### src/hdl/lcdws_pkg.sv
`timescale 1ns / 1ps

package lcdws_pkg;

	localparam int WAIT_W = 20;

	// command codes
	localparam logic [2:0] MODE_INSTR = 3'd0;
	localparam logic [2:0] MODE_DATA  = 3'd1;
	localparam logic [2:0] MODE_INIT  = 3'd2;
	localparam logic [2:0] MODE_GOTO  = 3'd3;
	localparam logic [2:0] MODE_CHAR  = 3'd4;

	// config register indexes
	localparam logic [2:0] REG_POWERUP = 3'd0;
	localparam logic [2:0] REG_WAKE    = 3'd1;
	localparam logic [2:0] REG_MODE    = 3'd2;
	localparam logic [2:0] REG_SLOW    = 3'd3;
	localparam logic [2:0] REG_FAST    = 3'd4;

	localparam logic [WAIT_W-1:0] POWERUP_RST = 20'd200000;
	localparam logic [WAIT_W-1:0] WAKE_RST    = 20'd4000;
	localparam logic [WAIT_W-1:0] MODE_RST    = 20'd3000;
	localparam logic [WAIT_W-1:0] SLOW_RST    = 20'd2000;
	localparam logic [WAIT_W-1:0] FAST_RST    = 20'd40;

	typedef struct packed {
		logic [2:0] mode;
		logic [7:0] byte_value;
		logic       row;
		logic [5:0] column;
		logic [2:0] glyph_slot;
	} cmd_t;

	typedef struct packed {
		logic              strobe_res;
		logic              reg_select;
		logic [3:0]        nibble;
		logic [WAIT_W-1:0] wait_after_us;
		logic              last;
	} evt_t;

	typedef struct packed {
		logic [WAIT_W-1:0] powerup_wait_us;
		logic [WAIT_W-1:0] wake_wait_us;
		logic [WAIT_W-1:0] mode_nibble_wait_us;
		logic [WAIT_W-1:0] slow_cmd_wait_us;
		logic [WAIT_W-1:0] fast_cmd_wait_us;
	} cfg_t;

	typedef enum logic [1:0] {
		KIND_BYTE,
		KIND_INIT,
		KIND_CHAR
	} kind_t;

	// classified job handed from front to back
	typedef struct packed {
		kind_t      kind;
		logic       rs;
		logic [7:0] byte_value;
		logic [2:0] glyph_slot;
	} job_t;

	typedef struct packed {
		logic full;
		logic empty;
	} q_stat_t;

endpackage

### src/hdl/char_lcd_nibble_write_sequencer_top.sv
`timescale 1ns / 1ps

// Character LCD write sequencer for a 4-bit parallel bus. Each accepted command
// expands into bus events on the out channel: an enable strobe with register
// select and a nibble, or a wait-only event, each with the microseconds to hold
// before the next event and a last flag on the command's final event. Byte
// commands give 2 events, goto 2, init 13, define-char 18; codes 5 to 7 are
// accepted and give nothing. The back end issues one event per clock while
// out_ready does not stall it and the queue holds a job; a short job queue lets
// commands be accepted while the previous ones are still being played out. The
// wait registers are written through cfg_* and should only be changed while no
// command is in flight.
module char_lcd_nibble_write_sequencer_top import lcdws_pkg::*; #(
	parameter int FIFO_DEPTH = 4 // job queue entries, 2 or more
) (
	input  logic              clk,
	input  logic              arst_n,
	// command transfer
	input  logic              in_valid,
	output logic              in_ready,
	input  cmd_t              in_data,
	// bus event transfer
	output logic              out_valid,
	input  logic              out_ready,
	output evt_t              out_data,
	// wait register writes
	input  logic              cfg_wr_en,
	input  logic [2:0]        cfg_index,
	input  logic [WAIT_W-1:0] cfg_data
);

	cfg_t    cfg;
	q_stat_t q_stat;
	job_t    push_job, head_job;
	logic    push, pop;

	lcdws_cfg u_cfg (
		.clk    (clk),
		.arst_n (arst_n),
		.wr_en  (cfg_wr_en),
		.index  (cfg_index),
		.data   (cfg_data),
		.cfg    (cfg)
	);

	// front: classify the command, fold goto into an instruction byte
	lcdws_front u_front (
		.in_valid (in_valid),
		.in_data  (in_data),
		.in_ready (in_ready),
		.q_stat   (q_stat),
		.push     (push),
		.job      (push_job)
	);

	// decouples command intake from event issue
	lcdws_fifo #(
		.DEPTH (FIFO_DEPTH)
	) u_fifo (
		.clk    (clk),
		.arst_n (arst_n),
		.push   (push),
		.wr_job (push_job),
		.pop    (pop),
		.rd_job (head_job),
		.stat   (q_stat)
	);

	// back: walk the head job one event per cycle into the output register, unless out_ready stalls it
	lcdws_back u_back (
		.clk       (clk),
		.arst_n    (arst_n),
		.cfg       (cfg),
		.job       (head_job),
		.q_stat    (q_stat),
		.pop       (pop),
		.out_valid (out_valid),
		.out_ready (out_ready),
		.out_data  (out_data)
	);

endmodule

### src/hdl/lcdws_cfg.sv
`timescale 1ns / 1ps

module lcdws_cfg import lcdws_pkg::*; (
	input  logic              clk,
	input  logic              arst_n,
	input  logic              wr_en,
	input  logic [2:0]        index,
	input  logic [WAIT_W-1:0] data,
	output cfg_t              cfg
);

	cfg_t cfg_q;

	always_ff @(posedge clk or negedge arst_n) begin
		if (!arst_n) begin
			cfg_q.powerup_wait_us     <= POWERUP_RST;
			cfg_q.wake_wait_us        <= WAKE_RST;
			cfg_q.mode_nibble_wait_us <= MODE_RST;
			cfg_q.slow_cmd_wait_us    <= SLOW_RST;
			cfg_q.fast_cmd_wait_us    <= FAST_RST;
		end else if (wr_en) begin
			case (index)
				REG_POWERUP: cfg_q.powerup_wait_us     <= data;
				REG_WAKE:    cfg_q.wake_wait_us        <= data;
				REG_MODE:    cfg_q.mode_nibble_wait_us <= data;
				REG_SLOW:    cfg_q.slow_cmd_wait_us    <= data;
				REG_FAST:    cfg_q.fast_cmd_wait_us    <= data;
				default: ; // unmapped index, dropped
			endcase
		end
	end

	assign cfg = cfg_q;

endmodule

### src/hdl/lcdws_front.sv
`timescale 1ns / 1ps

module lcdws_front import lcdws_pkg::*; (
	input  logic    in_valid,
	input  cmd_t    in_data,
	output logic    in_ready,
	input  q_stat_t q_stat,
	output logic    push,
	output job_t    job
);

	logic known;

	always_comb begin
		job            = '0;
		job.kind       = KIND_BYTE;
		job.byte_value = in_data.byte_value;
		job.glyph_slot = in_data.glyph_slot;
		known          = 1'b1;
		case (in_data.mode)
			MODE_INSTR: job.rs = 1'b0;
			MODE_DATA:  job.rs = 1'b1;
			MODE_INIT:  job.kind = KIND_INIT;
			MODE_GOTO:  job.byte_value = {1'b1, in_data.row, in_data.column};
			MODE_CHAR:  job.kind = KIND_CHAR;
			default:    known = 1'b0; // no events, swallowed
		endcase
	end

	assign in_ready = !q_stat.full;
	assign push     = in_valid && in_ready && known;

endmodule

### src/hdl/lcdws_fifo.sv
`timescale 1ns / 1ps

module lcdws_fifo import lcdws_pkg::*; #(
	parameter int DEPTH = 4
) (
	input  logic    clk,
	input  logic    arst_n,
	input  logic    push,
	input  job_t    wr_job,
	input  logic    pop,
	output job_t    rd_job,
	output q_stat_t stat
);

	localparam int PTR_W = $clog2(DEPTH);
	localparam int CNT_W = $clog2(DEPTH + 1);
	localparam logic [PTR_W-1:0] PTR_LAST = PTR_W'(DEPTH - 1);
	localparam logic [CNT_W-1:0] CNT_FULL = CNT_W'(DEPTH);

	job_t             mem_q [DEPTH];
	logic [PTR_W-1:0] wr_ptr_q, rd_ptr_q;
	logic [CNT_W-1:0] count_q;
	logic             do_push, do_pop;

	assign stat.full  = (count_q == CNT_FULL);
	assign stat.empty = (count_q == '0);
	assign do_push    = push && !stat.full;
	assign do_pop     = pop && !stat.empty;
	assign rd_job     = mem_q[rd_ptr_q];

	always_ff @(posedge clk) begin
		if (do_push) begin
			mem_q[wr_ptr_q] <= wr_job;
		end
	end

	always_ff @(posedge clk or negedge arst_n) begin
		if (!arst_n) begin
			wr_ptr_q <= '0;
			rd_ptr_q <= '0;
			count_q  <= '0;
		end else begin
			if (do_push) begin
				wr_ptr_q <= (wr_ptr_q == PTR_LAST) ? '0 : wr_ptr_q + 1'b1;
			end
			if (do_pop) begin
				rd_ptr_q <= (rd_ptr_q == PTR_LAST) ? '0 : rd_ptr_q + 1'b1;
			end
			if (do_push && !do_pop) begin
				count_q <= count_q + 1'b1;
			end else if (do_pop && !do_push) begin
				count_q <= count_q - 1'b1;
			end
		end
	end

endmodule

### src/hdl/lcdws_back.sv
`timescale 1ns / 1ps

module lcdws_back import lcdws_pkg::*; (
	input  logic    clk,
	input  logic    arst_n,
	input  cfg_t    cfg,
	input  job_t    job,
	input  q_stat_t q_stat,
	output logic    pop,
	output logic    out_valid,
	input  logic    out_ready,
	output evt_t    out_data
);

	// step positions within a job
	localparam logic [4:0] INIT_MODE_STEP = 5'd4;
	localparam logic [4:0] INIT_BYTE0     = 5'd5;
	localparam logic [4:0] INIT_LAST      = 5'd12;
	localparam logic [4:0] CHAR_DATA0     = 5'd2;
	localparam logic [4:0] CHAR_LAST      = 5'd17;

	localparam logic [3:0] WAKE_NIB = 4'h3;
	localparam logic [3:0] MODE_NIB = 4'h2;

	localparam logic [7:0] INIT_FUNC  = 8'h28;
	localparam logic [7:0] INIT_DISP  = 8'h0F;
	localparam logic [7:0] INIT_ENTRY = 8'h06;
	localparam logic [7:0] INIT_SHIFT = 8'h10;

	logic [4:0] step_q;
	logic       out_valid_q;
	evt_t       out_q;

	logic       advance, fire;
	logic       byte_evt, half, rs;
	logic [7:0] sel_byte;
	logic [4:0] sub;
	evt_t       ev;

	always_comb begin
		ev       = '0;
		byte_evt = 1'b0;
		half     = step_q[0];
		rs       = 1'b0;
		sel_byte = job.byte_value;
		sub      = '0;
		case (job.kind)
			KIND_BYTE: begin
				byte_evt = 1'b1;
				rs       = job.rs;
				ev.last  = step_q[0];
			end
			KIND_INIT: begin
				if (step_q == '0) begin
					ev.wait_after_us = cfg.powerup_wait_us;
				end else if (step_q < INIT_MODE_STEP) begin
					ev.strobe_res    = 1'b1;
					ev.nibble        = WAKE_NIB;
					ev.wait_after_us = cfg.wake_wait_us;
				end else if (step_q == INIT_MODE_STEP) begin
					ev.strobe_res    = 1'b1;
					ev.nibble        = MODE_NIB;
					ev.wait_after_us = cfg.mode_nibble_wait_us;
				end else begin
					byte_evt = 1'b1;
					sub      = step_q - INIT_BYTE0;
					half     = sub[0];
					case (sub[2:1])
						2'd0:    sel_byte = INIT_FUNC;
						2'd1:    sel_byte = INIT_DISP;
						2'd2:    sel_byte = INIT_ENTRY;
						default: sel_byte = INIT_SHIFT;
					endcase
					ev.last = (step_q == INIT_LAST);
				end
			end
			KIND_CHAR: begin
				byte_evt = 1'b1;
				if (step_q < CHAR_DATA0) begin
					// CGRAM address of the slot
					sel_byte = {2'b01, job.glyph_slot, 3'b000};
				end else begin
					sub      = step_q - CHAR_DATA0;
					half     = sub[0];
					rs       = 1'b1;
					sel_byte = sub[1] ? 8'h00 : job.byte_value;
					ev.last  = (step_q == CHAR_LAST);
				end
			end
			default: ;
		endcase
		if (byte_evt) begin
			ev.strobe_res = 1'b1;
			ev.reg_select = rs;
			ev.nibble     = half ? sel_byte[3:0] : sel_byte[7:4];
			if (!half) begin
				ev.wait_after_us = '0;
			end else if (!rs && (sel_byte[1:0] != 2'b00)) begin
				ev.wait_after_us = cfg.slow_cmd_wait_us;
			end else begin
				ev.wait_after_us = cfg.fast_cmd_wait_us;
			end
		end
	end

	assign advance = !out_valid_q || out_ready;
	assign fire    = advance && !q_stat.empty;
	assign pop     = fire && ev.last;

	always_ff @(posedge clk or negedge arst_n) begin
		if (!arst_n) begin
			out_valid_q <= 1'b0;
			step_q      <= '0;
		end else if (advance) begin
			out_valid_q <= !q_stat.empty;
			if (fire) begin
				step_q <= ev.last ? '0 : step_q + 1'b1;
			end
		end
	end

	always_ff @(posedge clk) begin
		if (fire) begin
			out_q <= ev;
		end
	end

	assign out_valid = out_valid_q;
	assign out_data  = out_q;

endmodule

### config.mk
export PLATFORM = sky130hd
export DESIGN_NAME = char_lcd_nibble_write_sequencer_top
export DESIGN_NICKNAME = d
export VERILOG_FILES = /design/src/hdl/lcdws_pkg.sv /design/src/hdl/char_lcd_nibble_write_sequencer_top.sv /design/src/hdl/lcdws_cfg.sv /design/src/hdl/lcdws_front.sv /design/src/hdl/lcdws_fifo.sv /design/src/hdl/lcdws_back.sv
export SDC_FILE = /design/constraint.sdc
export NUM_CORES = 1
export LEC_CHECK = 0
export BUFFER_PORTS_ARGS = -buffer_cell sky130_fd_sc_hd__buf_2
export CORE_ASPECT_RATIO = 0.75
export CORE_UTILIZATION = 55
export CTS_BUF_LIST = sky130_fd_sc_hd__clkbuf_4
export DETAILED_ROUTE_END_ITERATION = 8
export GPL_ROUTABILITY_DRIVEN = 1
export GPL_TIMING_DRIVEN = 1
export PLACE_DENSITY = 0.73
export REMOVE_ABC_BUFFERS = 1
export SLEW_MARGIN = 20
export SYNTH_ARGS = -nofsm -noshare
export SYNTH_HDL_FRONTEND = slang
export SYNTH_HIERARCHICAL = 1
export SYNTH_SLANG_ARGS = --single-unit
### constraint.sdc
create_clock -name clk -period 8.84 [get_ports clk]
set_clock_uncertainty 0.15 [all_clocks]
set_input_delay 0 -clock clk [delete_from_list [all_inputs] [get_ports clk]]
set_output_delay 0 -clock clk [all_outputs]
set_load 0.005 [all_outputs]
=== Word level (Yosys, flattened, before mapping) ===
Memory sizes are Yosys's and may differ from the RTL's.
Index checks and enable logic that the tools add are counted.

* Memory bits (read-only): 0
* Bits in writable memories: 56
* Input bits: 49
* Register bits after elaboration: 140
* Logic and storage cells: 122
* Bits in latches: 0
* Output and inout bits: 29
* Memories kept: 1

{| class="wikitable"
|+ Memories
! name !! words !! bits a word !! read ports !! clocked after Yosys merged registers in !! write ports !! RTL line !! text
|-
| u_fifo.mem_q || 4 || 14 || 1 || 0 || 1 || lcdws_fifo.sv:20 || <nowiki>job_t mem_q [DEPTH];</nowiki>
|}

* Shift-type cells: 0
* Multiplexer cells: 47
* Order comparisons: 2
* Div/mod/pow operators: 0
* Bitwise gates (word level): 0
* Equality and inequality tests: 18
* Reduce and logical (&&, ||, !) cells: 32
* $add $sub $neg: 7
* Multiply operators: 0

{| class="wikitable"
|+ Operator list
! operator !! number
|-
| 2-to-1 mux 24 bit || 3
|-
| 2-to-1 mux 20 bit || 3
|-
| 2-to-1 mux 8 bit || 6
|-
| 2-to-1 mux 22 bit || 1
|-
| 2-to-1 mux 1 bit || 20
|-
| one-hot mux 6 bit (3 select lines) || 1
|-
| one-hot mux 8 bit (2 select lines) || 1
|-
| equality test 3 x 2 -> 1 bit, second input constant || 4
|-
| AND reduction 2 bit || 6
|-
| equality test 3 bit, second input constant || 3
|-
| logical AND 1 bit || 9
|-
| logical NOT 3 bit || 3
|-
| equality test 2 bit, second input constant || 4
|-
| 2-to-1 mux 4 bit || 2
|-
| equality test 3 x 1 -> 1 bit, second input constant || 2
|-
| logical NOT 1 bit || 6
|-
| 2-to-1 mux 3 bit || 2
|-
| one-hot mux 1 bit (2 select lines) || 3
|-
| adder 5 x 1 -> 5 bit, second input constant || 1
|-
| equality test 5 x 3 -> 1 bit, second input constant || 1
|-
| equality test 5 x 4 -> 1 bit, second input constant || 1
|-
| equality test 5 bit, second input constant || 1
|-
| logical NOT 5 bit || 1
|-
| less-than comparator 5 x 2 -> 1 bit, second input constant || 1
|-
| other kinds (16) || 21
|}

=== Logic depth before layout (Yosys ltp) ===
Gate-level depths: netlist of run 1.

* Depth after elaboration: 12
* Depth in mapped cells: 16
* Depth with buffers taken out: 14

=== By module ===
Netlist of run 1, hierarchy kept.

{| class="wikitable"
|+ By module, submodules not included
! module !! cells an instance !! sequential area each (µm²) !! instances !! area each (µm²)
|-
| lcdws_cfg || 215 || 2536.2 || 1 || 3778.6
|-
| lcdws_back || 304 || 960.9 || 1 || 2715.1
|-
| lcdws_fifo || 110 || 1856.8 || 1 || 2481.1
|-
| lcdws_front || 18 || 0.0 || 1 || 166.4
|}

=== Least setup slack after synthesis of run 1 ===
Ideal clock, no wire load.

* Kind: register to register
* Start: reg u_fifo.rd_ptr_q[0]
* End: reg u_fifo.count_q[2]
* Stages on the path, launching flop included: 17
* Setup time: 0.079 ns
* Clock period less this slack: 3.539 ns
* Setup slack: 5.301 ns
* Arrival: 3.309 ns
* Path buffers: 3
* Data required time: 8.611 ns
* Cell sequence: dfrtp_1 -> buf_6 -> buf_6 -> mux4_2 -> ha_1 -> buf_2 -> and4b_1 -> a22oi_1 -> a21oi_1 -> and2_1 -> o31ai_2 -> ha_1 -> inv_1 -> fa_1 -> xor2_1 -> nor2_1 -> xor2_1

{| class="wikitable"
|+ RTL lines
! what !! RTL line !! text
|-
| start: declaration || lcdws_fifo.sv:21 || <nowiki>logic [PTR_W-1:0] wr_ptr_q, rd_ptr_q;</nowiki>
|-
| start signal: assignment || lcdws_fifo.sv:47 || <nowiki>rd_ptr_q <= (rd_ptr_q == PTR_LAST) ? '0 : rd_ptr_q + 1'b1;</nowiki>
|-
| end signal: assignment || lcdws_fifo.sv:50 || <nowiki>count_q <= count_q + 1'b1;</nowiki>
|-
| end signal: assignment || lcdws_fifo.sv:52 || <nowiki>count_q <= count_q - 1'b1;</nowiki>
|-
| end: declaration || lcdws_fifo.sv:22 || <nowiki>logic [CNT_W-1:0] count_q;</nowiki>
|}

==> results of run 1 <==
==> metal layers <==
| layer | GRT usage | up-vias | share of wire |
|---|---|---|---|
| li1 | - | 2621 | - |
| met1 | 0.3416 | 2879 | 0.45 |
| met5 | 0 | - | 0 |
| met4 | 0.06267 | 0 | 0.012 |
| met2 | 0.3771 | 181 | 0.48 |
| met3 | 0.05200 | 22 | 0.056 |
==> worst min path at each step <==
| stage | startpoint | end | slack (ns) | depth (start not counted) |
|---|---|---|---|---|
| global placement | arst_n | u_cfg/cfg[25]$_DFFE_PN0P_ | -0.21 | 1 |
| global route | cfg_data[4] | u_cfg/cfg[24]$_DFFE_PN1P_ | 0.02 | 3 |
| finish | cfg_data[1] | u_cfg/cfg[61]$_DFFE_PN0P_ | 0.04 | 3 |
| detailed placement | arst_n | u_cfg/cfg[25]$_DFFE_PN0P_ | -0.20 | 1 |
| floorplan | arst_n | u_back/out_valid$_DFFE_PN0N_ | -0.45 | 0 |
| CTS | cfg_data[1] | u_cfg/cfg[61]$_DFFE_PN0P_ | 0.02 | 3 |
==> cells in the final DEF, fill, tap and decap left out, types with 6 or more instances in the layout <==
cell type                       synthesis  routed
sky130_fd_sc_hd__nand2_1               54      54
sky130_fd_sc_hd__dfstp_2               27      27
sky130_fd_sc_hd__buf_2                 13      76
sky130_fd_sc_hd__clkbuf_4               0      18
sky130_fd_sc_hd__o22ai_1               21      21
sky130_fd_sc_hd__ha_1                  18      18
sky130_fd_sc_hd__mux2_1                67      67
sky130_fd_sc_hd__inv_6                  0       6
sky130_fd_sc_hd__dfrtp_1               86      85
sky130_fd_sc_hd__inv_1                 32      32
sky130_fd_sc_hd__dlygate4sd3_1          0      56
sky130_fd_sc_hd__a21oi_1               28      28
sky130_fd_sc_hd__nor2_1                31      31
sky130_fd_sc_hd__mux4_2                14      14
sky130_fd_sc_hd__mux2_2                42      42
sky130_fd_sc_hd__o221ai_2              20      20
sky130_fd_sc_hd__o21ai_0                9       9
sky130_fd_sc_hd__edfxtp_1              83      83
sky130_fd_sc_hd__buf_4                  7       8
==> through the flow <==
step	instances	instance area (um^2)	util	hold slack, ns
after floorplan	608	8892	-	-0.4456
after global placement	903	9623	0.5971	-0.2087
after detailed placement	903	9623	0.5971	-0.1984
after CTS	991	10470	0.6495	0.01616
after global routing	992	10480	0.6504	0.01914
final	992	10480	0.6504	0.03978
==> sequential cells by signal (all words and copies together) (netlist names) <==
name / flops
u_cfg/cfg: 100
u_fifo/mem_q: 56
u_back/out_data: 27
u_back/step_q: 5
u_fifo/count_q: 3
u_fifo/rd_ptr_q: 2
u_fifo/wr_ptr_q: 2
u_back/out_valid: 1
==> critical path: stages, from the launching register on <==
cell,delay [ns]
sky130_fd_sc_hd__dfrtp_2,0.74
sky130_fd_sc_hd__mux4_2,0.61
sky130_fd_sc_hd__inv_1,0.10
sky130_fd_sc_hd__ha_1,0.43
sky130_fd_sc_hd__and4b_1,0.27
sky130_fd_sc_hd__a22oi_1,0.06
sky130_fd_sc_hd__a21oi_1,0.46
sky130_fd_sc_hd__and2_1,0.22
sky130_fd_sc_hd__o31ai_2,0.11
sky130_fd_sc_hd__ha_1,0.23
sky130_fd_sc_hd__inv_1,0.07
sky130_fd_sc_hd__fa_1,0.40
sky130_fd_sc_hd__mux2_2,0.27
==> logic make-up (layout without fill, tap and decap cells) <==
logic type                 Yosys count  count (layout)
and+or+nand+nor                    128             128
DFF                                196             196
muxes                              128             128
buffers and inverters               71             206
adders and majority gates           19              19
AOI/OAI and AO/OA                  101             101
xor gates and xnor gates             4               4
==> power by group through the flow <==
stage	combinational, mW	sequential, mW	clock [mW]
after global routing	1.26	1.41	0.522
after detailed placement	1.13	1.40	0
after floorplan	0.779	1.37	0
after global placement	1.08	1.39	0
after CTS	1.15	1.38	0.484
final	1.15	1.38	0.472
==> what timing repair did <==
action                     4_1_cts  5_1_grt
hold buffers                    56        1
setup endpoints to repair        0        0
hold endpoints to repair       280        1
==> cell type report <==
cell class | count | area, um^2
clock buffer | 18 | 135.1
tap | 210 | 262.8
fill | 1174 | 5634
clock inverter | 14 | 137.6
timing repair buffer | 142 | 1032
sequential | 196 | 5355
multi-input combinational | 380 | 3438
inverter | 32 | 120.1
==> qor_table.md, run 1 <==
| Stage | Quantity | Value |
|:---|:---|:---|
| worst setup path | Crit Reg-Reg Endpoint | u_fifo/count_q[1]$_DFFE_PN0P_ |
| status | Outcome | completed |
| global routing | Largest net degree at the start of global routing | 84 |
| drt | DRC errors left | 0 |
| job | Max-cap violations | 0 |
| timing | Period Utilization, post-route | 0.4791 |
| power | Tot Pwr | 3.006 mW |
| floorplan | Initial Utilization | 0.5672 |
| power | Pwr dens | 286.8 nW/um^2 |
| synthesis | Leading cell types by count after synthesis | sky130_fd_sc_hd__dfrtp_1 (86), sky130_fd_sc_hd__edfxtp_1 (83), sky130_fd_sc_hd__mux2_1 (67) |
| synthesis | Cell accounting for the most synthesized area | sky130_fd_sc_hd__edfxtp_1 |
| clocking | CTS tree | built |
| worst setup path | Category of the worst setup path launch point | flip-flop |
| synthesis | Most used flip-flop cell after synthesis | sky130_fd_sc_hd__dfrtp_1 |
| placement | Final HPWL DP | 11770 um |
| drt | Initial DRC Count | 433 |
| power | Fraction of power consumed by sequential logic | 0.460 |
| timing | Count of pins over their slew limit | 0 |
| drt | Post-route ant nets | 0 |
| worst setup path | Maximum fanout along the worst path | 17 |
| worst setup path | Termination of the worst setup path | u_fifo/count_q[1]$_DFFE_PN0P_ |
| synthesis | Compound-gate portion of the synthesized area | 0.09321 |
| synthesis | EDFF count, synth | 83 |
| synthesis | Combinational family with the most area after synthesis | multiplexers |
| final layout | Ant. Diodes | 0 |
| power | Switching part of the total power | 0.3788 |
| synthesis | Post-synth top area share | 0.2727 |
| drt | Vias after detailed routing | 5703 |
| synthesis | Share of async-settable or async-resettable flops after synthesis | 0.5765 |
| clocking | Total setup buffers inserted after CTS | 0 |
| clocking | Clock latency on the worst-skew pair | 0.60 ns |
| worst setup path | First element of the critical path | u_fifo/rd_ptr_q[0]$_DFFE_PN0P_ |
| power | Internal power | 1.867 mW |
| synthesis | Post-synthesis cell area | 9141 um^2 |
| placement | Port-buffer cells | 77 |
| clocking | Total clock buffers created by CTS | 17 |
| worst setup path | Startpoint of the worst-slack reg-to-reg timing path | u_fifo/rd_ptr_q[0]$_DFFE_PN0P_ |
| power | Worst-case vdd ir drop | 0.1835 mV |
| timing | Max Clk Rate | 236.1 MHz |
| clocking | Clock edge transition at the registers on the reported setup and hold paths | 0.19 ns |
| synthesis | Share of the synthesized netlist area taken by xor and xnor gates | 0.003832 |
| global routing | Antenna violations before repair | 0 |
| floorplan | Core Area | 16120 um^2 |
| power | P_leak | 4.209 nW |
| synthesis | Mean Syn Cell Area | 14.13 um^2 |
| worst setup path | Register-to-register setup slack | 4.60 ns |
| drt | Routed wire per std cell | 19.12 um |
| clocking | Clock net sink count | 196 |
| synthesis | Number of different library cells in the post-synthesis netlist | 67 |
| clocking | H-tree depth | 4 |
| timing | Setup repair after global routing missed its margin | no |
| worst hold path | Tightest Hold Check Type | in2reg |
| power | Power share of the combinational group | 0.383 |
| final layout | Net total in the final layout | 837 |
| worst setup path | Worst Path Arrival | 4.56 ns |
| timing | Final setup margin | 4.605 ns |
| timing | Slew at the pin with the worst max-slew slack | 1.063 ns |
| clocking | Post-cts repair resize count | 0 |
| timing | Final min period | 4.235 ns |
| worst setup path | WP data required | 9.17 ns |
| clocking | CTS Root Buffer Type | sky130_fd_sc_hd__clkbuf_4 |
| timing | Final hold violations | 0 |
| drt | Total wire length after detailed routing | 18970 um |
| floorplan | Total die area | 17150 um^2 |
| final layout | Fraction of final layout cells with drive strength greater than 1 | 0.3133 |
| floorplan | Number of placement rows | 40 |
| global routing | Vias in the first global route | 5958 |
| global routing | First-pass GRT wire length | 30970 um |
| synthesis | Post-synthesis sequential area ratio | 0.5857 |
| synthesis | FF+latch count, synth | 196 |
| synthesis | Mux share of post-synthesis cell area | 0.1759 |
| global routing | Remaining Overflow, GRT | 0 |
| drt | Post-detailed-route via-to-cell ratio | 5.749 |
| floorplan | Floorplan die height | 113.7 um |
| floorplan | Number of I/O pins | 78 |
| floorplan | Die extent in x | 150.9 um |
| placement | Minimum setup slack after placement | 4.273 ns |
| synthesis | Mapped Cells | 647 |
| synthesis | Simple-gate area share of the yosys netlist | 0.07419 |
| timing | Worst slew margin | 0.2904 |
| power | Fraction of power consumed by the clock network | 0.157 |
| worst setup path | Worst Path Class, Setup | reg2reg |
| clocking | Maximum number of buffers from clock root to sink | 2 |
| synthesis | Synthesized-area fraction occupied by adder cells | 0.02683 |
| power | Switching power | 1.139 mW |
| global routing | Global-route usage over all layers | 0.2402 |
| synthesis | Most numerous cell in the Yosys netlist | sky130_fd_sc_hd__dfrtp_1 |
| timing | Setup TNS | 0 ns |
| timing | Total of endpoints with negative setup slack in the final report | 0 |
| placement | Global placement routability congestion | 0.8470 |
| synthesis | Total of warnings raised by yosys | 6 |
| synthesis | Top area cells in the synthesized netlist | sky130_fd_sc_hd__edfxtp_1 (27%), sky130_fd_sc_hd__dfrtp_1 (24%), sky130_fd_sc_hd__mux2_1 (8.3%) |
| worst setup path | R2r worst-path depth | 12 |
| final layout | Relative area change from synthesis to final layout | 14.66% |
| drt | Drt pass-1 iters | 5 |
| worst setup path | Critical path endpoint category | flip-flop |
(Power assumes the default switching activity.)
==> inputs of run 2 (changes only) <==
Settings changed: PLACE_DENSITY 0.73 to 0.76.
Clock period 8.84 ns to 3.45 ns, I/O delays scaled along.
==> run 2 against run 1 <==
Compared with the run above:
- sequential share of layout area down 1.2 points
- routed wire length rose by 1.8%
- clock power rose to 2.8 times the previous value
- flip-flop and latch count unchanged
- critical path type unchanged
==> qor_table.md, run 2 (synthesis gave the netlist of run 1 again) <==
| Stage | Quantity | Value |
|:---|:---|:---|
| worst setup path | Critical path endpoint category | flip-flop |
| worst setup path | Cells traversed along the worst timing path | mux4_2 -> ha_1 -> and4b_1 -> a22oi_2 -> a21oi_2 -> and2_1 -> o31ai_2 -> ha_2 -> inv_1 -> fa_1 -> xor2_1 -> nor2_1 -> xor2_1 |
| clocking | Clock edge transition at the registers on the reported setup and hold paths | 0.16 ns |
| power | Tot Pwr | 7.970 mW |
| worst hold path | Tightest Hold Check Type | in2reg |
| drt | DRC errors left | 0 |
| floorplan | Die extent in x | 150.9 um |
| timing | Setup repair after global routing missed its margin | no |
| job | Max-cap violations | 0 |
| floorplan | Number of I/O pins | 78 |
| worst setup path | Critical-path cell with the highest stage delay | sky130_fd_sc_hd__mux4_2 |
| timing | Max Clk Rate | 304.6 MHz |
| power | Pwr dens | 742.0 nW/um^2 |
| final layout | Fraction of final layout cells with drive strength greater than 1 | 0.3217 |
| worst setup path | Startpoint of the worst-slack reg-to-reg timing path | u_fifo/rd_ptr_q[0]$_DFFE_PN0P_ |
| final layout | Commonest cells after routing, fill and taps aside | sky130_fd_sc_hd__dfrtp_1 (85), sky130_fd_sc_hd__edfxtp_1 (83), sky130_fd_sc_hd__buf_2 (76) |
| global routing | Vias in the first global route | 6003 |
| placement | Final HPWL DP | 11830 um |
| final layout | Relative area change from synthesis to final layout | 17.51% |
| floorplan | Floorplan die height | 113.7 um |
| timing | Total of endpoints with negative setup slack in the final report | 0 |
| placement | Minimum setup slack after placement | 0.02005 ns |
| placement | Port-buffer cells | 77 |
| clocking | CTS Root Buffer Type | sky130_fd_sc_hd__clkbuf_4 |
| timing | Final hold violations | 0 |
| global routing | Antenna violations before repair | 1 |
| global routing | Largest net degree at the start of global routing | 114 |
| timing | Slew at the pin with the worst max-slew slack | 1.176 ns |
| drt | Initial DRC Count | 423 |
| drt | Vias after detailed routing | 5770 |
| final layout | Final instance area | 10740 um^2 |
| clocking | Total clock buffers created by CTS | 17 |
| timing | Count of pins over their slew limit | 0 |
| worst setup path | WP data required | 3.84 ns |
| final layout | Most common library cell in the layout ignoring fill and taps | sky130_fd_sc_hd__dfrtp_1 |
| timing | Final setup margin | 0.1674 ns |
| timing | Setup TNS | 0 ns |
| timing | Final min period | 3.283 ns |
| worst setup path | Worst Path Arrival | 3.67 ns |
| final layout | Flip-flop count of the largest register after layout | 100 |
| power | Worst-case vdd ir drop | 0.5666 mV |
| worst setup path | Maximum fanout along the worst path | 5 |
| worst setup path | Category of the worst setup path launch point | flip-flop |
| drt | Post-route ant nets | 0 |
| drt | Routed wire per std cell | 19.00 um |
| worst setup path | Crit. path cell count | 13 |
| global routing | Remaining Overflow, GRT | 0 |
| worst setup path | Register-to-register setup slack | 0.17 ns |
| global routing | First-pass GRT wire length | 31150 um |
| power | P_leak | 4.335 nW |
| worst setup path | Category of cells accounting for the largest share of critical-path delay | adder cells |
| placement | Area after DPL | 9716 um^2 |
| drt | Post-detailed-route via-to-cell ratio | 5.679 |
| drt | Drt pass-1 iters | 5 |
| clocking | Maximum number of buffers from clock root to sink | 2 |
| placement | Cell count after placement | 912 |
| final layout | Final core area utilization | 0.6665 |
| clocking | H-tree depth | 4 |
| worst hold path | Number of cells on the worst hold path | 3 |
| drt | Total wire length after detailed routing | 19310 um |
| timing | Period Utilization, post-route | 0.9515 |
| placement | Global placement routability congestion | 0.8754 |
| worst setup path | Count of buffer and inverter cells on the critical path | 1 |
| worst hold path | Start point of the worst min-delay path | cfg_data[5] |
| global routing | Global-route usage over all layers | 0.2437 |
| worst setup path | Crit Reg-Reg Endpoint | u_fifo/count_q[2]$_DFFE_PN0P_ |
| clocking | CTS tree | built |
| floorplan | Initial Utilization | 0.5672 |
| final layout | Net total in the final layout | 860 |
| clocking | Clock net sink count | 196 |
| worst setup path | Worst Path Class, Setup | reg2reg |
| status | Outcome | completed |
| timing | Hold Slack | 0.04373 ns |
| worst setup path | R2r worst-path depth | 13 |
| clocking | Clock latency on the worst-skew pair | 0.61 ns |
| floorplan | Total die area | 17150 um^2 |
| worst setup path | Top cell by count, worst path | sky130_fd_sc_hd__xor2_1 |
| floorplan | Number of placement rows | 40 |
| final layout | Number of standard cells in the layout, taps in and fillers out | 1016 |
| floorplan | Core Area | 16120 um^2 |
| worst setup path | Critical path's largest stage delay | 0.57 ns |
| worst hold path | Worst-case hold path end point | u_cfg/cfg[65]$_DFFE_PN1P_ |
| timing | Worst slew margin | 0.2157 |
run 2: repair_timing:
action,in CTS,in global routing
setup buffers,0,4
hold buffers,67,0
hold endpoints to repair,291,0
gates resized for setup,1,3
setup endpoints to repair,1,2
pin swaps,0,1
run 2: worst min-delay path, stage by stage:
cell                            delay (ns)
sky130_fd_sc_hd__dlygate4sd3_1        0.52
sky130_fd_sc_hd__buf_2                0.13
sky130_fd_sc_hd__mux2_1               0.13
run 2: final cells by class:
type	count	area, um^2
flip-flops and latches	196	5355
diodes	1	2.502
multi-input cells	380	3450
clock inverters	15	182.7
repair buffers	165	1241
clock buffers	17	127.6
fillers	1144	5374
inverters	32	120.1
well taps	210	262.8
run 2: worst max-delay path by stage:
| stage | endpoint | start |
|---|---|---|
| after floorplan | u_fifo/count_q[1]$_DFFE_PN0P_ | u_fifo/rd_ptr_q[0]$_DFFE_PN0P_ |
| after global placement | u_fifo/count_q[2]$_DFFE_PN0P_ | u_fifo/rd_ptr_q[0]$_DFFE_PN0P_ |
| after detailed placement | u_fifo/count_q[2]$_DFFE_PN0P_ | u_fifo/rd_ptr_q[0]$_DFFE_PN0P_ |
| after CTS | u_fifo/count_q[2]$_DFFE_PN0P_ | u_fifo/rd_ptr_q[0]$_DFFE_PN0P_ |
| after global routing | u_fifo/count_q[2]$_DFFE_PN0P_ | u_fifo/rd_ptr_q[0]$_DFFE_PN0P_ |
| final | u_fifo/count_q[2]$_DFFE_PN0P_ | u_fifo/rd_ptr_q[0]$_DFFE_PN0P_ |
run 2: metal layers:
metal	track usage	vias up	wire length, um
met5	0	-	0
met4	0.07467	0	206
met3	0.05680	17	958
met2	0.3850	159	9294
met1	0.3372	2906	8847
li1	-	2688	-
run 2: where the power goes:
part | switching (mW) | internal [mW] | leakage (nW) | total [mW]
clock | 0.844 | 0.464 | 0.167 | 1.31
combinational | 1.82 | 1.35 | 2.07 | 3.17
sequential | 0.337 | 3.16 | 2.09 | 3.50
total | 3.00 | 4.97 | 4.34 | 7.97
==> inputs of run 3 (changes only) <==
Settings changed: BUFFER_PORTS_ARGS -buffer_cell sky130_fd_sc_hd__buf_2 to -buffer_cell sky130_fd_sc_hd__buf_4.
==> run 3 against run 2 <==
Compared with the run above:
- core utilization is 0.78 points higher
- design area is 1.2% higher
- critical path depth stayed put
- routed wire length is 1.1% higher
- largest cell class unchanged
==> qor_table.md, run 3 (synthesis gave the netlist of run 1 again) <==
| Stage | Quantity | Value |
|:---|:---|:---|
| final layout | Relative area change from synthesis to final layout | 18.89% |
| drt | Drt pass-1 iters | 5 |
| worst setup path | Critical path's largest stage delay | 0.55 ns |
| global routing | Met1 global-route usage | 0.3400 |
| global routing | Met2 demand-to-capacity share in global routing | 0.3914 |
| clocking | Clock latency on the worst-skew pair | 0.59 ns |
| floorplan | Die extent in x | 150.9 um |
| clocking | CTS tree | built |
| worst setup path | Worst Path Class, Setup | reg2reg |
| global routing | Remaining Overflow, GRT | 0 |
| floorplan | Number of placement rows | 40 |
| timing | Slew at the pin with the worst max-slew slack | 0.8594 ns |
| global routing | Vias in the first global route | 6137 |
| floorplan | Core Area | 16120 um^2 |
| worst setup path | Crit Reg-Reg Endpoint | u_fifo/count_q[2]$_DFFE_PN0P_ |
| drt | Routed wire per std cell | 19.30 um |
| clocking | Clock net sink count | 196 |
| timing | Period Utilization, post-route | 0.9459 |
| placement | Global placement routability congestion | 0.9053 |
| power | Pwr dens | 731.5 nW/um^2 |
| status | Outcome | completed |
| worst setup path | WP data required | 3.81 ns |
| global routing | Most congested layer reported by global routing | met2 |
| worst setup path | Cells traversed along the worst timing path | mux4_2 -> ha_1 -> and4b_1 -> a22oi_1 -> a21oi_1 -> and2_1 -> o31ai_2 -> ha_2 -> inv_1 -> fa_1 -> xor2_1 -> nor2_1 -> xor2_1 |
| worst setup path | Critical path endpoint category | flip-flop |
| job | Max-cap violations | 0 |
| drt | Post-route ant nets | 0 |
| worst hold path | Number of cells on the worst hold path | 3 |
| worst setup path | Worst Path Arrival | 3.63 ns |
| worst setup path | Top cell by count, worst path | sky130_fd_sc_hd__xor2_1 |
| worst setup path | Startpoint of the worst-slack reg-to-reg timing path | u_fifo/rd_ptr_q[0]$_DFFE_PN0P_ |
| worst hold path | Worst-case hold path end point | u_cfg/cfg[73]$_DFFE_PN0P_ |
| clocking | Maximum number of buffers from clock root to sink | 2 |
| drt | DRC errors left | 0 |
| clocking | H-tree depth | 4 |
| clocking | CTS Root Buffer Type | sky130_fd_sc_hd__clkbuf_4 |
| power | P_leak | 4.382 nW |
| floorplan | Total die area | 17150 um^2 |
| timing | Worst slew margin | 0.4264 |
| final layout | Flip-flop count of the largest register after layout | 100 |
| timing | Total of endpoints with negative setup slack in the final report | 0 |
| global routing | Antenna violations before repair | 1 |
| worst setup path | R2r worst-path depth | 13 |
| global routing | Met3 demand-to-capacity share in global routing | 0.05040 |
| drt | Total wire length after detailed routing | 19530 um |
| placement | Final HPWL DP | 12330 um |
| final layout | FILL cells | 1145 |
| timing | Hold Slack | 0.05158 ns |
| final layout | Net total in the final layout | 856 |
| global routing | Global-route usage over all layers | 0.2438 |
| worst hold path | Tightest Hold Check Type | in2reg |
| timing | Count of pins over their slew limit | 0 |
| clocking | Total clock buffers created by CTS | 17 |
| final layout | Commonest cells after routing, fill and taps aside | sky130_fd_sc_hd__buf_4 (97), sky130_fd_sc_hd__dfrtp_1 (85), sky130_fd_sc_hd__edfxtp_1 (83) |
| floorplan | Number of I/O pins | 78 |
| timing | Setup repair after global routing missed its margin | no |
| timing | Final min period | 3.263 ns |
| final layout | Final core area utilization | 0.6744 |
| worst setup path | Register-to-register setup slack | 0.19 ns |
| worst setup path | Category of the worst setup path launch point | flip-flop |
| placement | Port-buffer cells | 77 |
| floorplan | Initial Utilization | 0.5672 |
| global routing | Largest net degree at the start of global routing | 45 |
| drt | Initial DRC Count | 490 |
| drt | Vias after detailed routing | 5895 |
| floorplan | Floorplan die height | 113.7 um |
| timing | Max Clk Rate | 306.4 MHz |
| final layout | Most common library cell in the layout ignoring fill and taps | sky130_fd_sc_hd__buf_4 |
| worst setup path | Critical-path cell with the highest stage delay | sky130_fd_sc_hd__mux4_2 |
| worst setup path | Maximum fanout along the worst path | 7 |
| power | Worst-case vdd ir drop | 0.4435 mV |
| global routing | First-pass GRT wire length | 31580 um |
| worst hold path | Start point of the worst min-delay path | cfg_data[13] |
| drt | Post-detailed-route via-to-cell ratio | 5.825 |
| final layout | Fraction of final layout cells with drive strength greater than 1 | 0.3221 |
| clocking | Clock edge transition at the registers on the reported setup and hold paths | 0.19 ns |
| timing | Final hold violations | 0 |
[run 3: layout make-up]
cell class	instances	area, um^2	share of cell area
flip-flops and latches	196	5355	0.4927
diodes	1	2.502	0.0002303
clock inverters	15	162.7	0.01497
inverters	32	120.1	0.01105
repair buffers	161	1396	0.1285
multi-input cells	380	3441	0.3166
well taps	210	262.8	0.02418
clock buffers	17	127.6	0.01174
[run 3: worst max path at each step]
stage / cells after the start / slack (ns) / endpoint / from
after floorplan: 12 / -0.52 / u_fifo/count_q[1]$_DFFE_PN0P_ / u_fifo/rd_ptr_q[0]$_DFFE_PN0P_
after global placement: 13 / 0.17 / u_fifo/count_q[2]$_DFFE_PN0P_ / u_fifo/rd_ptr_q[0]$_DFFE_PN0P_
after detailed placement: 13 / 0.12 / u_fifo/count_q[2]$_DFFE_PN0P_ / u_fifo/rd_ptr_q[0]$_DFFE_PN0P_
after CTS: 13 / 0.08 / u_fifo/count_q[2]$_DFFE_PN0P_ / u_fifo/rd_ptr_q[0]$_DFFE_PN0P_
after global routing: 13 / 0.003 / u_fifo/count_q[2]$_DFFE_PN0P_ / u_fifo/rd_ptr_q[0]$_DFFE_PN0P_
final: 13 / 0.19 / u_fifo/count_q[2]$_DFFE_PN0P_ / u_fifo/rd_ptr_q[0]$_DFFE_PN0P_
[run 3: stage by stage]
stage | setup TNS, ns | area (um^2) | instances | setup slack (ns) | power, mW
after floorplan | -8.073 | 8892 | 608 | -0.5221 | 5.502
after global placement | 0 | 9908 | 914 | 0.1717 | 6.527
after detailed placement | 0 | 9908 | 914 | 0.1214 | 6.683
after CTS | 0 | 10850 | 1009 | 0.07551 | 7.941
after global routing | 0 | 10870 | 1012 | 0.003453 | 8.430
final | 0 | 10870 | 1012 | 0.1865 | 7.950
[run 3: what timing repair did]
action                                 4_1_cts  5_1_grt
gates resized for setup                      0        2
setup endpoints to repair                    0        9
endpoints found under the hold margin      275        0
buffers inserted                             0        2
hold buffers                                63        0
[run 3: report_power, final]
group	switching [mW]	internal (mW)
Clock	0.864	0.335
Combinational	1.82	1.42
Sequential	0.346	3.16
Total	3.03	4.92
[run 3: critical path: cells and delay by family, from the launching register on]
family	cells	cell delay, ns
xor gates and xnor gates	2	0.34
adders and majority gates	3	0.85
muxes	1	0.55
and+or+nand+nor	3	0.44
buffers and inverters	1	0.05
AOI/OAI and AO/OA	3	0.33
DFF	1	0.48
[run 3: routing by layer]
layer | wire length (um) | up-vias
li1 | - | 2680
met1 | 8658 | 2997
met2 | 9537 | 200
met3 | 1140 | 18
met4 | 190 | 0
met5 | 0 | -
